**src/rtl/bfm_pkg.sv**
```systemverilog
// bfm_pkg: shared types and constants of the buffer frame manager
// depends on nothing; used by every module under rtl
package bfm_pkg;

	localparam int NUM_FRAMES_DEF = 16;
	localparam int PIN_BITS_DEF   = 8;
	localparam int PAGE_W         = 31;
	localparam int MODE_W         = 3;
	localparam int STATUS_W       = 3;

	typedef enum logic [MODE_W-1:0] {
		MODE_FETCH  = 3'd0,
		MODE_UNPIN  = 3'd1,
		MODE_FLUSH  = 3'd2,
		MODE_DELETE = 3'd3,
		MODE_NEW    = 3'd4
	} mode_t;

	localparam logic [STATUS_W-1:0] ST_OK       = 3'd0;
	localparam logic [STATUS_W-1:0] ST_NOT_RES  = 3'd1;
	localparam logic [STATUS_W-1:0] ST_REFUSE   = 3'd2;
	localparam logic [STATUS_W-1:0] ST_NO_FRAME = 3'd3;
	localparam logic [STATUS_W-1:0] ST_PIN_OVF  = 3'd4;

	typedef enum logic [1:0] {
		CT_IDLE,
		CT_SEARCH,
		CT_EXEC,
		CT_OUT
	} ctrl_state_t;

	// commands from the controller to the datapath
	typedef struct packed {
		logic load;
		logic search;
		logic exec;
	} cmd_t;

endpackage

```
**src/rtl/buffer_frame_manager_lru.sv**
```systemverilog
// buffer_frame_manager_lru: buffer pool frame manager with lru replacement
// one request at a time: a request is taken only in idle, and another only after the
// result of the last one has been transferred (idle, search, execute, result hold in
// bfm_ctrl)
// reset: all frames free in order 0 up, lru list empty, no pins, nothing dirty
// depends on bfm_pkg, bfm_ctrl, bfm_dp
module buffer_frame_manager_lru #(
	parameter int NUM_FRAMES = bfm_pkg::NUM_FRAMES_DEF,
	parameter int PIN_BITS   = bfm_pkg::PIN_BITS_DEF,
	localparam int FW        = $clog2(NUM_FRAMES),
	localparam int OUT_W     = ((FW + 35 + 7) / 8) * 8
) (
	input  logic                             clk,
	input  logic                             arst_n,
	// request side
	input  logic                             s_axis_tvalid,
	output logic                             s_axis_tready,
	input  logic [31:0]                      s_axis_tdata,  // page_id[30:0], mark_dirty
	input  logic [bfm_pkg::MODE_W-1:0]       s_axis_tuser,  // mode
	// result side
	output logic                             m_axis_tvalid,
	input  logic                             m_axis_tready,
	// frame, write_back, victim_page, read_page, clear_frame, release_page, zero pad
	output logic [OUT_W-1:0]                 m_axis_tdata,
	output logic [bfm_pkg::STATUS_W-1:0]     m_axis_tuser   // status
);

	localparam int CW = $clog2(NUM_FRAMES + 1);

	bfm_pkg::cmd_t                cmd;
	logic [bfm_pkg::STATUS_W-1:0] res_status;
	logic [FW-1:0]                res_frame;
	logic                         res_wb, res_read, res_clear, res_release;
	logic [bfm_pkg::PAGE_W-1:0]   res_victim;
	logic [CW-1:0]                free_cnt, lru_cnt;

	// sequencer: idle, search tags, execute, hold result until transfer
	bfm_ctrl u_ctrl (
		.clk       (clk),
		.arst_n    (arst_n),
		.in_valid  (s_axis_tvalid),
		.in_ready  (s_axis_tready),
		.out_valid (m_axis_tvalid),
		.out_ready (m_axis_tready),
		.cmd       (cmd)
	);

	// frame table, free ring, lru list and result registers
	bfm_dp #(
		.NUM_FRAMES (NUM_FRAMES),
		.PIN_BITS   (PIN_BITS),
		.FW         (FW),
		.CW         (CW)
	) u_dp (
		.clk         (clk),
		.arst_n      (arst_n),
		.cmd         (cmd),
		.req_mode    (s_axis_tuser),
		.req_page    (s_axis_tdata[30:0]),
		.req_mark    (s_axis_tdata[31]),
		.res_status  (res_status),
		.res_frame   (res_frame),
		.res_wb      (res_wb),
		.res_victim  (res_victim),
		.res_read    (res_read),
		.res_clear   (res_clear),
		.res_release (res_release),
		.free_cnt    (free_cnt),
		.lru_cnt     (lru_cnt)
	);

	// result packing, lowest field first
	assign m_axis_tdata = OUT_W'({res_release, res_clear, res_read, res_victim, res_wb,
		res_frame});
	assign m_axis_tuser = res_status;

	// one request at a time: never take a request while a result waits
	a_one_at_a_time: assert property (@(posedge clk) disable iff (!arst_n)
		m_axis_tvalid |-> !s_axis_tready)
		else $error("request taken while result pending");

	// the free ring and the lru list together never hold more entries than there are frames
	a_frame_budget: assert property (@(posedge clk) disable iff (!arst_n)
		({1'b0, free_cnt} + {1'b0, lru_cnt}) <= (CW+1)'(NUM_FRAMES))
		else $error("free and lru counts exceed pool size");

	// result valid is raised after the search and execute states that follow each request transfer
	a_latency: assert property (@(posedge clk) disable iff (!arst_n)
		(s_axis_tvalid && s_axis_tready) |-> ##3 m_axis_tvalid)
		else $error("result late");

endmodule

```
**src/rtl/bfm_ctrl.sv**
```systemverilog
// bfm_ctrl: request sequencer of the buffer frame manager
// depends on bfm_pkg; drives the commands of bfm_dp
module bfm_ctrl (
	input  logic          clk,
	input  logic          arst_n,
	input  logic          in_valid,
	output logic          in_ready,
	output logic          out_valid,
	input  logic          out_ready,
	output bfm_pkg::cmd_t cmd
);

	bfm_pkg::ctrl_state_t state_q, state_d;

	always_ff @(posedge clk or negedge arst_n) begin
		if (!arst_n) begin
			state_q <= bfm_pkg::CT_IDLE;
		end else begin
			state_q <= state_d;
		end
	end

	always_comb begin
		state_d    = state_q;
		in_ready   = 1'b0;
		out_valid  = 1'b0;
		cmd        = '0;
		unique case (state_q)
			bfm_pkg::CT_IDLE: begin
				in_ready = 1'b1;
				if (in_valid) begin
					cmd.load = 1'b1;
					state_d  = bfm_pkg::CT_SEARCH;
				end
			end
			bfm_pkg::CT_SEARCH: begin
				cmd.search = 1'b1;
				state_d    = bfm_pkg::CT_EXEC;
			end
			bfm_pkg::CT_EXEC: begin
				cmd.exec = 1'b1;
				state_d  = bfm_pkg::CT_OUT;
			end
			bfm_pkg::CT_OUT: begin
				out_valid = 1'b1;
				if (out_ready) begin
					state_d = bfm_pkg::CT_IDLE;
				end
			end
			default: state_d = bfm_pkg::CT_IDLE;
		endcase
	end

endmodule

```
**src/rtl/bfm_dp.sv**
```systemverilog
// bfm_dp: frame table, free ring, lru list and result registers
// depends on bfm_pkg; sequenced by bfm_ctrl
module bfm_dp #(
	parameter int NUM_FRAMES = bfm_pkg::NUM_FRAMES_DEF,
	parameter int PIN_BITS   = bfm_pkg::PIN_BITS_DEF,
	parameter int FW         = $clog2(NUM_FRAMES),
	parameter int CW         = $clog2(NUM_FRAMES + 1)
) (
	input  logic                          clk,
	input  logic                          arst_n,
	input  bfm_pkg::cmd_t                 cmd,
	input  logic [bfm_pkg::MODE_W-1:0]    req_mode,
	input  logic [bfm_pkg::PAGE_W-1:0]    req_page,
	input  logic                          req_mark,
	output logic [bfm_pkg::STATUS_W-1:0]  res_status,
	output logic [FW-1:0]                 res_frame,
	output logic                          res_wb,
	output logic [bfm_pkg::PAGE_W-1:0]    res_victim,
	output logic                          res_read,
	output logic                          res_clear,
	output logic                          res_release,
	output logic [CW-1:0]                 free_cnt,
	output logic [CW-1:0]                 lru_cnt
);

	localparam logic [PIN_BITS-1:0] PIN_MAX = '1;

	// frame table
	logic [bfm_pkg::PAGE_W-1:0] tag_q   [NUM_FRAMES];
	logic [NUM_FRAMES-1:0]      valid_q;
	logic [PIN_BITS-1:0]        pins_q  [NUM_FRAMES];
	logic [NUM_FRAMES-1:0]      dirty_q;
	// free ring and lru list
	logic [FW-1:0]              ring_q  [NUM_FRAMES];
	logic [FW-1:0]              head_q;
	logic [CW-1:0]              fcnt_q;
	logic [FW-1:0]              lru_q   [NUM_FRAMES];
	logic [CW-1:0]              lcnt_q;
	// request
	logic [bfm_pkg::MODE_W-1:0] mode_q;
	logic [bfm_pkg::PAGE_W-1:0] page_q;
	logic                       mark_q;
	// search stage
	logic                       hit_s2, take_free_s2, take_ok_s2;
	logic [FW-1:0]              hidx_s2, take_s2;

	logic                       hit_c;
	logic [FW-1:0]              hidx_c;

	always_comb begin
		hit_c  = 1'b0;
		hidx_c = '0;
		for (int i = NUM_FRAMES - 1; i >= 0; i--) begin
			if (valid_q[i] && tag_q[i] == page_q) begin
				hit_c  = 1'b1;
				hidx_c = FW'(i);
			end
		end
	end

	// execute stage
	logic [FW-1:0]              t;
	logic [PIN_BITS-1:0]        cur_pins;
	logic                       cur_dirty, cur_valid;
	logic [bfm_pkg::STATUS_W-1:0] st;
	logic [FW-1:0]              fr;
	logic                       wb, rd, clr, rel;
	logic [bfm_pkg::PAGE_W-1:0] victim;
	logic                       alloc, inc, dec, setd, clrd, dofree, pop, rm, add;
	logic [NUM_FRAMES-1:0]      lm, rmv;
	logic [CW:0]                push_sum;
	logic [FW-1:0]              push_idx;

	assign t         = hit_s2 ? hidx_s2 : take_s2;
	assign cur_pins  = pins_q[t];
	assign cur_dirty = dirty_q[t];
	assign cur_valid = valid_q[t];

	always_comb begin
		st = bfm_pkg::ST_OK;
		fr = '0;
		wb = 1'b0; rd = 1'b0; clr = 1'b0; rel = 1'b0;
		victim = '0;
		alloc = 1'b0; inc = 1'b0; dec = 1'b0; setd = 1'b0; clrd = 1'b0;
		dofree = 1'b0; pop = 1'b0; rm = 1'b0; add = 1'b0;
		unique case (mode_q)
			bfm_pkg::MODE_FETCH, bfm_pkg::MODE_NEW: begin
				if (hit_s2 && mode_q == bfm_pkg::MODE_FETCH) begin
					fr = hidx_s2;
					if (cur_pins == PIN_MAX) begin
						st = bfm_pkg::ST_PIN_OVF;
					end else begin
						inc = 1'b1;
						rm  = (cur_pins == '0);
					end
				end else if (hit_s2) begin
					st = bfm_pkg::ST_REFUSE;
					fr = hidx_s2;
				end else if (!take_ok_s2) begin
					st = bfm_pkg::ST_NO_FRAME;
				end else begin
					fr    = take_s2;
					alloc = 1'b1;
					pop   = take_free_s2;
					rm    = !take_free_s2;
					if (cur_valid && cur_dirty) begin
						wb     = 1'b1;
						victim = tag_q[t];
					end
					rd  = (mode_q == bfm_pkg::MODE_FETCH);
					clr = (mode_q == bfm_pkg::MODE_NEW);
				end
			end
			bfm_pkg::MODE_UNPIN: begin
				if (!hit_s2) begin
					st = bfm_pkg::ST_NOT_RES;
				end else begin
					fr = hidx_s2;
					if (cur_pins == '0) begin
						st = bfm_pkg::ST_REFUSE;
					end else begin
						dec  = 1'b1;
						add  = (cur_pins == PIN_BITS'(1));
						setd = mark_q;
					end
				end
			end
			bfm_pkg::MODE_FLUSH: begin
				if (!hit_s2) begin
					st = bfm_pkg::ST_NOT_RES;
				end else begin
					fr = hidx_s2;
					if (cur_dirty) begin
						wb     = 1'b1;
						victim = page_q;
						clrd   = 1'b1;
					end
				end
			end
			bfm_pkg::MODE_DELETE: begin
				rel = 1'b1;
				if (hit_s2) begin
					fr = hidx_s2;
					if (cur_pins != '0) begin
						st  = bfm_pkg::ST_REFUSE;
						rel = 1'b0;
					end else begin
						dofree = 1'b1;
						rm     = 1'b1;
						clr    = 1'b1;
					end
				end
			end
			default: ;
		endcase
	end

	// lru removal: entries at and after the match move up one place
	always_comb begin
		for (int j = 0; j < NUM_FRAMES; j++) begin
			lm[j] = (lru_q[j] == t) && (CW'(j) < lcnt_q);
		end
		rmv[0] = lm[0];
		for (int j = 1; j < NUM_FRAMES; j++) begin
			rmv[j] = rmv[j-1] | lm[j];
		end
	end

	always_comb begin
		push_sum = {1'b0, CW'(head_q)} + {1'b0, fcnt_q};
		if (push_sum >= (CW+1)'(NUM_FRAMES)) begin
			push_sum = push_sum - (CW+1)'(NUM_FRAMES);
		end
		push_idx = push_sum[FW-1:0];
	end

	// valid, dirty and pin state, free ring and counters
	always_ff @(posedge clk or negedge arst_n) begin
		if (!arst_n) begin
			valid_q <= '0;
			dirty_q <= '0;
			head_q  <= '0;
			fcnt_q  <= CW'(NUM_FRAMES);
			lcnt_q  <= '0;
			for (int i = 0; i < NUM_FRAMES; i++) begin
				pins_q[i] <= '0;
				ring_q[i] <= FW'(i);
			end
		end else if (cmd.exec) begin
			if (alloc) begin
				valid_q[t] <= 1'b1;
				dirty_q[t] <= 1'b0;
				pins_q[t]  <= PIN_BITS'(1);
			end
			if (inc) pins_q[t] <= cur_pins + PIN_BITS'(1);
			if (dec) pins_q[t] <= cur_pins - PIN_BITS'(1);
			if (setd) dirty_q[t] <= 1'b1;
			if (clrd) dirty_q[t] <= 1'b0;
			if (dofree) begin
				valid_q[t] <= 1'b0;
				dirty_q[t] <= 1'b0;
				pins_q[t]  <= '0;
				ring_q[push_idx] <= t;
				fcnt_q <= fcnt_q + CW'(1);
			end
			if (pop) begin
				head_q <= (head_q == FW'(NUM_FRAMES - 1)) ? '0 : head_q + FW'(1);
				fcnt_q <= fcnt_q - CW'(1);
			end
			if (rm && (|lm)) lcnt_q <= lcnt_q - CW'(1);
			if (add) lcnt_q <= lcnt_q + CW'(1);
		end
	end

	// payload: request, search results, tags, lru entries and results
	always_ff @(posedge clk) begin
		if (cmd.load) begin
			mode_q <= req_mode;
			page_q <= req_page;
			mark_q <= req_mark;
		end
		if (cmd.search) begin
			hit_s2       <= hit_c;
			hidx_s2      <= hidx_c;
			take_free_s2 <= (fcnt_q != '0);
			take_ok_s2   <= (fcnt_q != '0) || (lcnt_q != '0);
			take_s2      <= (fcnt_q != '0) ? ring_q[head_q] : lru_q[0];
		end
		if (cmd.exec) begin
			if (alloc) tag_q[t] <= page_q;
			if (rm) begin
				for (int j = 0; j < NUM_FRAMES; j++) begin
					if (rmv[j] && j + 1 < NUM_FRAMES) lru_q[j] <= lru_q[(j + 1) % NUM_FRAMES];
				end
			end
			if (add) lru_q[lcnt_q[FW-1:0]] <= t;
			res_status  <= st;
			res_frame   <= fr;
			res_wb      <= wb;
			res_victim  <= victim;
			res_read    <= rd;
			res_clear   <= clr;
			res_release <= rel;
		end
	end

	assign free_cnt = fcnt_q;
	assign lru_cnt  = lcnt_q;

endmodule

```
**config.mk**
```make
export PLATFORM = sky130hd
export DESIGN_NAME = buffer_frame_manager_lru
export DESIGN_NICKNAME = d
export VERILOG_FILES = /design/src/rtl/bfm_pkg.sv /design/src/rtl/buffer_frame_manager_lru.sv /design/src/rtl/bfm_ctrl.sv /design/src/rtl/bfm_dp.sv
export SDC_FILE = /design/constraint.sdc
export NUM_CORES = 2
export LEC_CHECK = 0
export ABC_CLOCK_PERIOD_IN_PS = 10900
export BUFFER_PORTS_ARGS = -buffer_cell sky130_fd_sc_hd__buf_2
export CAP_MARGIN = 20
export CORE_MARGIN = 2
export CORE_UTILIZATION = 50
export CTS_CLUSTER_DIAMETER = 50
export DETAILED_ROUTE_END_ITERATION = 6
export PLACE_DENSITY = 0.69
export SETUP_SLACK_MARGIN = 0.15
export SLEW_MARGIN = 40
export SYNTH_ARGS = -nofsm -noshare
export SYNTH_HDL_FRONTEND = slang
export SYNTH_SLANG_ARGS = --single-unit
```
**constraint.sdc**
```tcl
create_clock -name clk -period 10.9 [get_ports clk]
set_input_delay 1.09 -clock clk [delete_from_list [all_inputs] [get_ports clk]]
set_output_delay 1.09 -clock clk [all_outputs]
set_load 0.01 [all_outputs]
```
======== After elaboration in Yosys (flattened, before gate mapping) ========
Memory sizes are Yosys's and may differ from the RTL's.
Cells that the tools add are included.
storage, ports and cells
  bits in registers ....................... 328
  bits in writable memories ............... 560
  bits of input ports ..................... 39
  output and inout port bits .............. 45
  word-level logic and storage cells ...... 429
  memories kept ........................... 2
memories
  memory      words  bits a word  read ports  clocked after Yosys merged registers in  write ports  RTL line      source
  u_dp.tag_q  16     31           17          0                                        1            bfm_dp.sv:29  logic [bfm_pkg::PAGE_W-1:0] tag_q [NUM_FRAMES];
  u_dp.lru_q  16     4            16          0                                        15           bfm_dp.sv:37  logic [FW-1:0] lru_q [NUM_FRAMES];
cells by class
  add/sub/neg operators ................... 9
  order comparisons ....................... 24
  eq/ne operators ......................... 44
  multiplexer cells ....................... 201
  bitwise gates (word level) .............. 31
  reduce and logical (&&, ||, !) cells .... 62
operators by type and width
  cell                                               count
  two-way mux 128 bit                                7
  == test 31 bit                                     16
  bitwise mux 128 bit                                2
  two-way mux 31 bit                                 6
  two-way mux 16 bit                                 10
  bitwise AND 128 bit                                1
  NOT 128 bit                                        1
  two-way mux 1 bit                                  117
  bitwise AND 112 bit                                1
  NOT 112 bit                                        1
  two-way mux 4 bit                                  21
  bitwise AND 16 bit                                 4
  bitwise mux 64 bit                                 1
  == test 4 bit                                      16
  one-hot mux 31 bit (2 select lines)                1
  bitwise OR 16 bit                                  3
  < comparator 4 x 5 -> 1 bit, first input constant  8
  logical AND 1 bit                                  38
  binary-select mux 8 bit (select 4 bit)             1
  demux 8 bit (select 4 bit)                         1
  two-way mux 3 bit                                  9
  two-way mux 8 bit                                  3
  < comparator 3 x 5 -> 1 bit, first input constant  4
  two-way mux 5 bit                                  4
  other kinds (51)                                   95

======== Logic depth before layout (Yosys ltp) ========
  word-level depth ........................ 21
  mapped depth ............................ 20

======== Hierarchy ========
A second synthesis with hierarchy kept.
second synthesis, totals
  cells, all modules ...................... 4164
  area, all modules ....................... 44706.6 µm²
modules (own cells, without submodules)
  module                    times used  cells each  area each (µm²)  seq. area each (µm²)
  bfm_dp                    1           4144        44498.9          25455.7
  bfm_ctrl                  1           14          166.4            50.0
  buffer_frame_manager_lru  1           6           41.3             0.0

======== Least setup slack after synthesis ========
No wires, ideal clock.
  path kind ............................... register to register
  from .................................... reg u_dp.hit_s2
  to ...................................... mem u_dp.tag_q[8][0] in the netlist's numbering (enable)
  setup time .............................. 0.421 ns
  arrival ................................. 4.024 ns
  setup slack ............................. 6.455 ns
  stages on the path, launching flop included .. 14
  path buffers ............................ 8
  cell sequence ........................... edfxtp_1 -> mux2i_4 -> inv_4 -> buf_6 -> buf_6 -> buf_2 -> buf_2 -> buf_2 -> buf_2 -> clkbuf_1 -> clkbuf_1 -> nor2_1 -> nand2_1 -> nor2_1
between the ends
  longest elaborated chain between the ends .. 6
  elaborated cells on any way between the ends .. 8
  those cells by class .................... mux: 7; reduce/logical: 1
ends and longest elaborated chain
  element                                                        RTL line                    source
  from (decl)                                                    bfm_dp.sv:44                logic hit_s2, take_free_s2, take_ok_s2;
  from (signal assigned)                                         bfm_dp.sv:223               hit_s2 <= hit_c;
  two-way mux 1 bit / logical AND 1 bit (equally long branches)  bfm_dp.sv:96, bfm_dp.sv:88
  two-way mux 1 bit                                              bfm_dp.sv:88                if (hit_s2 && mode_q == bfm_pkg::MODE_FETCH) begin
  two-way mux 1 bit                                              bfm_dp.sv:86                unique case (mode_q)
  two-way mux 1 bit                                              bfm_dp.sv:230               if (alloc) tag_q[t] <= page_q;
  two-way mux 1 bit                                              bfm_dp.sv:229               if (cmd.exec) begin
  two-way mux 1 bit (not written as such)                        bfm_dp.sv:230
  to (decl)                                                      bfm_dp.sv:29
Several ways; a longest one is shown, not always the timed one.

==> flow_summary.json <==
{
  "mappedNetlistArea_sq_mm": 0.0447,
  "finalHoldViolations": 0,
  "global_route.usage.total": 0.290,
  "post-route-drc-count": 1,
  "finish.cell_count_without_fillers": 5247,
  "pwr_density_cell_mw_per_mm2": 246,
  "routed_wire_length_per_instance_microns": 25.5,
  "result_of_the_run": "complete, but fails checks",
  "post-place-cells": 5040,
  "nets": 4047,
  "worst-path-max-fanout": 52,
  "setup_viol": 0,
  "setup_ws_ns": 4.83,
  "ys.flop_type": "sky130_fd_sc_hd__edfxtp_1",
  "timing.setup.tns_ns": 0,
  "total_leakage_power_nw": 18.2,
  "dp_hpwl_microns": 86500,
  "first_global_vias": 31000,
  "ys_ff_latch": 888,
  "drt_iter0_drc": 4687,
  "drt_pass1_iterations": 7,
  "register_area_sq_mm": 0.0255,
  "pre_cts_ws_ns": 4.52,
  "die_w_microns": 303,
  "global_route.overflow_total": 0,
  "netlist.area_leader.share": 0.435,
  "post_cts.resized_instances": 0,
  "final.fill_count": 7237,
  "synth_cell_types": 79,
  "rr_worst_depth": 15,
  "path_class": "reg -> reg",
  "worst_setup_hold_path_clk_slew_ns": 0.06,
  "vdd_drop_max_uv": 287,
  "antenna_found_initial": 3,
  "wl_microns": 134000,
  "fin_crit_ns": 6.07,
  "setup.worst_path.start_class": "flop",
  "final.setup_skew_ns": 0.0285,
  "failed_checks": "design-rule violations",
  "numPortBuffers": 82,
  "gr-usage-met2": 0.439,
  "min_path_type": "in -> async",
  "grt_start_max_net_pins": 178,
  "most_frequently_used_cell_type_in_the_post_synthesis_netlist": "sky130_fd_sc_hd__nand2_1",
  "clock.fmax_mhz": 165,
  "synth_cells": 3994,
  "crit_arrival_ns": 6.39,
  "synthesis.nets": 4054,
  "avgSynthCellArea_sq_um": 11.2,
  "cts_bufs_inserted": 107,
  "drive_above_1_share": 0.138,
  "layout-area-overhead-vs-synth_pct": 13.2,
  "timing.slew.headroom": 0.370,
  "number_of_warnings_reported_in_the_yosys_synthesis_log": 0,
  "grt_pass1_wl_microns": 199000,
  "yosys-top-cells-count": "sky130_fd_sc_hd__nand2_1, sky130_fd_sc_hd__edfxtp_1, sky130_fd_sc_hd__xnor2_1, sky130_fd_sc_hd__o21ai_0, sky130_fd_sc_hd__nand3_1",
  "worstSetupEndpointType": "flop",
  "antenna_left": 0,
  "max_cap_viol_count": 0,
  "cts_tree": "done",
  "timing.critical_path.required_ns": 11.22,
  "std_cell_rows": 109,
  "antenna-diode-count": 0,
  "via_per_inst": 6.20,
  "dr_total_vias": 32500,
  "start_util": 0.505,
  "post_cts.repair.setup_buffers": 0,
  "design.portCount": 84,
  "design_power_total_mw": 12.5,
  "gp_congestion": 0.934,
  "die_area_sq_mm": 0.0919,
  "chipHeight_microns": 303,
  "grt_most_used_layer": "met2",
  "worst-slew-pin-transition_ns": 0.938,
  "fp.coreArea_sq_mm": 0.0885,
  "synth_sequential_area_ratio": 0.570,
  "timing.final.max_slew_violations": 0,
  "clock_latency_ns": 0.70,
  "post_synth_main_area_contributors": "sky130_fd_sc_hd__edfxtp_1, sky130_fd_sc_hd__dfrtp_1, sky130_fd_sc_hd__xnor2_1, sky130_fd_sc_hd__nand2_1, sky130_fd_sc_hd__o21ai_0",
  "cts_htree_levels": 3,
  "layout_worst_path_cycle_share": 0.557,
  "globalRouteMet1Util": 0.413,
  "grt_setup_unrepaired": "no",
  "post_cts_hold_buffer_count": 0,
  "tritoncts_num_sinks": 888,
  "cts_buffer_depth": 3,
  "netlist.top_cell.by_area": "sky130_fd_sc_hd__edfxtp_1",
  "multi_input_gate_area_sq_mm": 0.0182,
  "synth-edff-count": 648,
  "clk_root_buffer_cell": "sky130_fd_sc_hd__clkbuf_16",
  "grt_util_met3": 0.0566,
  "postSynth.asyncResetShare": 0.270
}
[layer usage]
metal,routed length [microns],share of wire
met1,54700,0.41
met2,59900,0.45
met3,13700,0.10
met4,5550,0.041
met5,0,0
[cell usage in the layout (no fill, tap or decap), drive strengths merged, types with 11 or more instances in the layout]
master / netlist / layout
mux2: 72 / 72
inv: 23 / 34
nor4: 37 / 37
bufinv: 0 / 19
dfrtp: 207 / 207
a31oi: 55 / 55
nand4: 142 / 142
dfstp: 33 / 33
ha: 19 / 19
a22o: 34 / 34
mux4: 40 / 40
nand2: 738 / 738
o21ai: 325 / 325
a21oi: 57 / 57
nand3: 302 / 302
mux2i: 41 / 41
and3: 40 / 40
clkinvlp: 0 / 11
xor2: 52 / 52
buf: 52 / 170
nor2b: 11 / 11
clkinv: 0 / 34
edfxtp: 648 / 648
nor3: 29 / 29
nor2: 102 / 102
a311oi: 66 / 66
clkbuf: 235 / 130
xnor2: 528 / 528
[critical path, stage by stage (launching register included)]
cell	delay, ns
sky130_fd_sc_hd__edfxtp_1	0.56
sky130_fd_sc_hd__buf_8	0.24
sky130_fd_sc_hd__mux2i_4	0.21
sky130_fd_sc_hd__inv_4	0.56
sky130_fd_sc_hd__buf_4	0.65
sky130_fd_sc_hd__nor2_1	0.25
sky130_fd_sc_hd__a32oi_1	0.28
sky130_fd_sc_hd__nand2_1	0.20
sky130_fd_sc_hd__ha_1	0.31
sky130_fd_sc_hd__nor2b_1	0.16
sky130_fd_sc_hd__nand4b_1	0.11
sky130_fd_sc_hd__o211a_1	0.41
sky130_fd_sc_hd__o21ai_0	0.21
sky130_fd_sc_hd__a21boi_2	0.52
sky130_fd_sc_hd__inv_1	0.34
sky130_fd_sc_hd__o21ai_0	0.57
[flip-flops by register name (all words and copies together), names as in the netlist, 5 cells and up]
| signal | count |
|---|---|
| u_dp.lru_cnt | 5 |
| u_dp.res_victim | 31 |
| u_dp.tag_q | 496 |
| u_dp.dirty_q | 16 |
| u_dp.pins_q | 128 |
| u_dp.lru_q | 64 |
| u_dp.free_cnt | 5 |
| u_dp.ring_q | 64 |
| u_dp.valid_q | 16 |
| u_dp.page_q | 31 |
[per-stage QoR]
stage	util	hold slack [ns]	area (sq um)
6_report	0.572	0.403	50600
3_5_place_dp	0.527	0.477	46600
2_1_floorplan	-	0.452	44700
3_3_place_gp	0.521	0.466	46100
4_1_cts	0.570	0.416	50500
5_1_grt	0.572	0.461	50600
[area by class of cell]
| type | count | area share |
|---|---|---|
| repair buffers | 171 | 0.0292 |
| flip-flops and latches | 888 | 0.504 |
| clock buffers | 129 | 0.0560 |
| clock inverters | 75 | 0.0205 |
| multi-input cells | 2796 | 0.359 |
| inverters | 23 | 0.00210 |
| well taps | 1165 | 0.0288 |
[report_power, final]
group	switching (mW)	internal (mW)
clock	1.53	2.34
combinational	3.08	1.28
sequential	0.211	4.02
total	4.82	7.64
[worst paths after layout]
check	startpoint	to	slack, ns
min in group clk	u_dp.dirty_q[2]	u_dp.dirty_q[2]	0.49
worst min-delay path	arst_n	u_dp.dirty_q[3]	0.40
worst max register to register	u_dp.hit_s2	u_dp.lru_q[3][1]	4.83
worst min register to register	u_dp.dirty_q[2]	u_dp.dirty_q[2]	0.49
worst max-delay path	u_dp.hit_s2	u_dp.lru_q[3][1]	4.83
max in group asynchronous	arst_n	u_dp.head_q[1]	9.29
[logic make-up (layout without fill, tap and decap cells)]
group	Yosys count	in the layout	synth area share
xor gates and xnor gates	580	580	0.114
AOI/OAI and AO/OA	589	589	0.0801
muxes	153	153	0.0505
other	1	1	0.0000838
adders and majority gates	21	21	0.00621
DFF	888	888	0.570
and+or+nand+nor	1452	1452	0.151
buffers and inverters	310	398	0.0281
(Power assumes the default switching activity.)
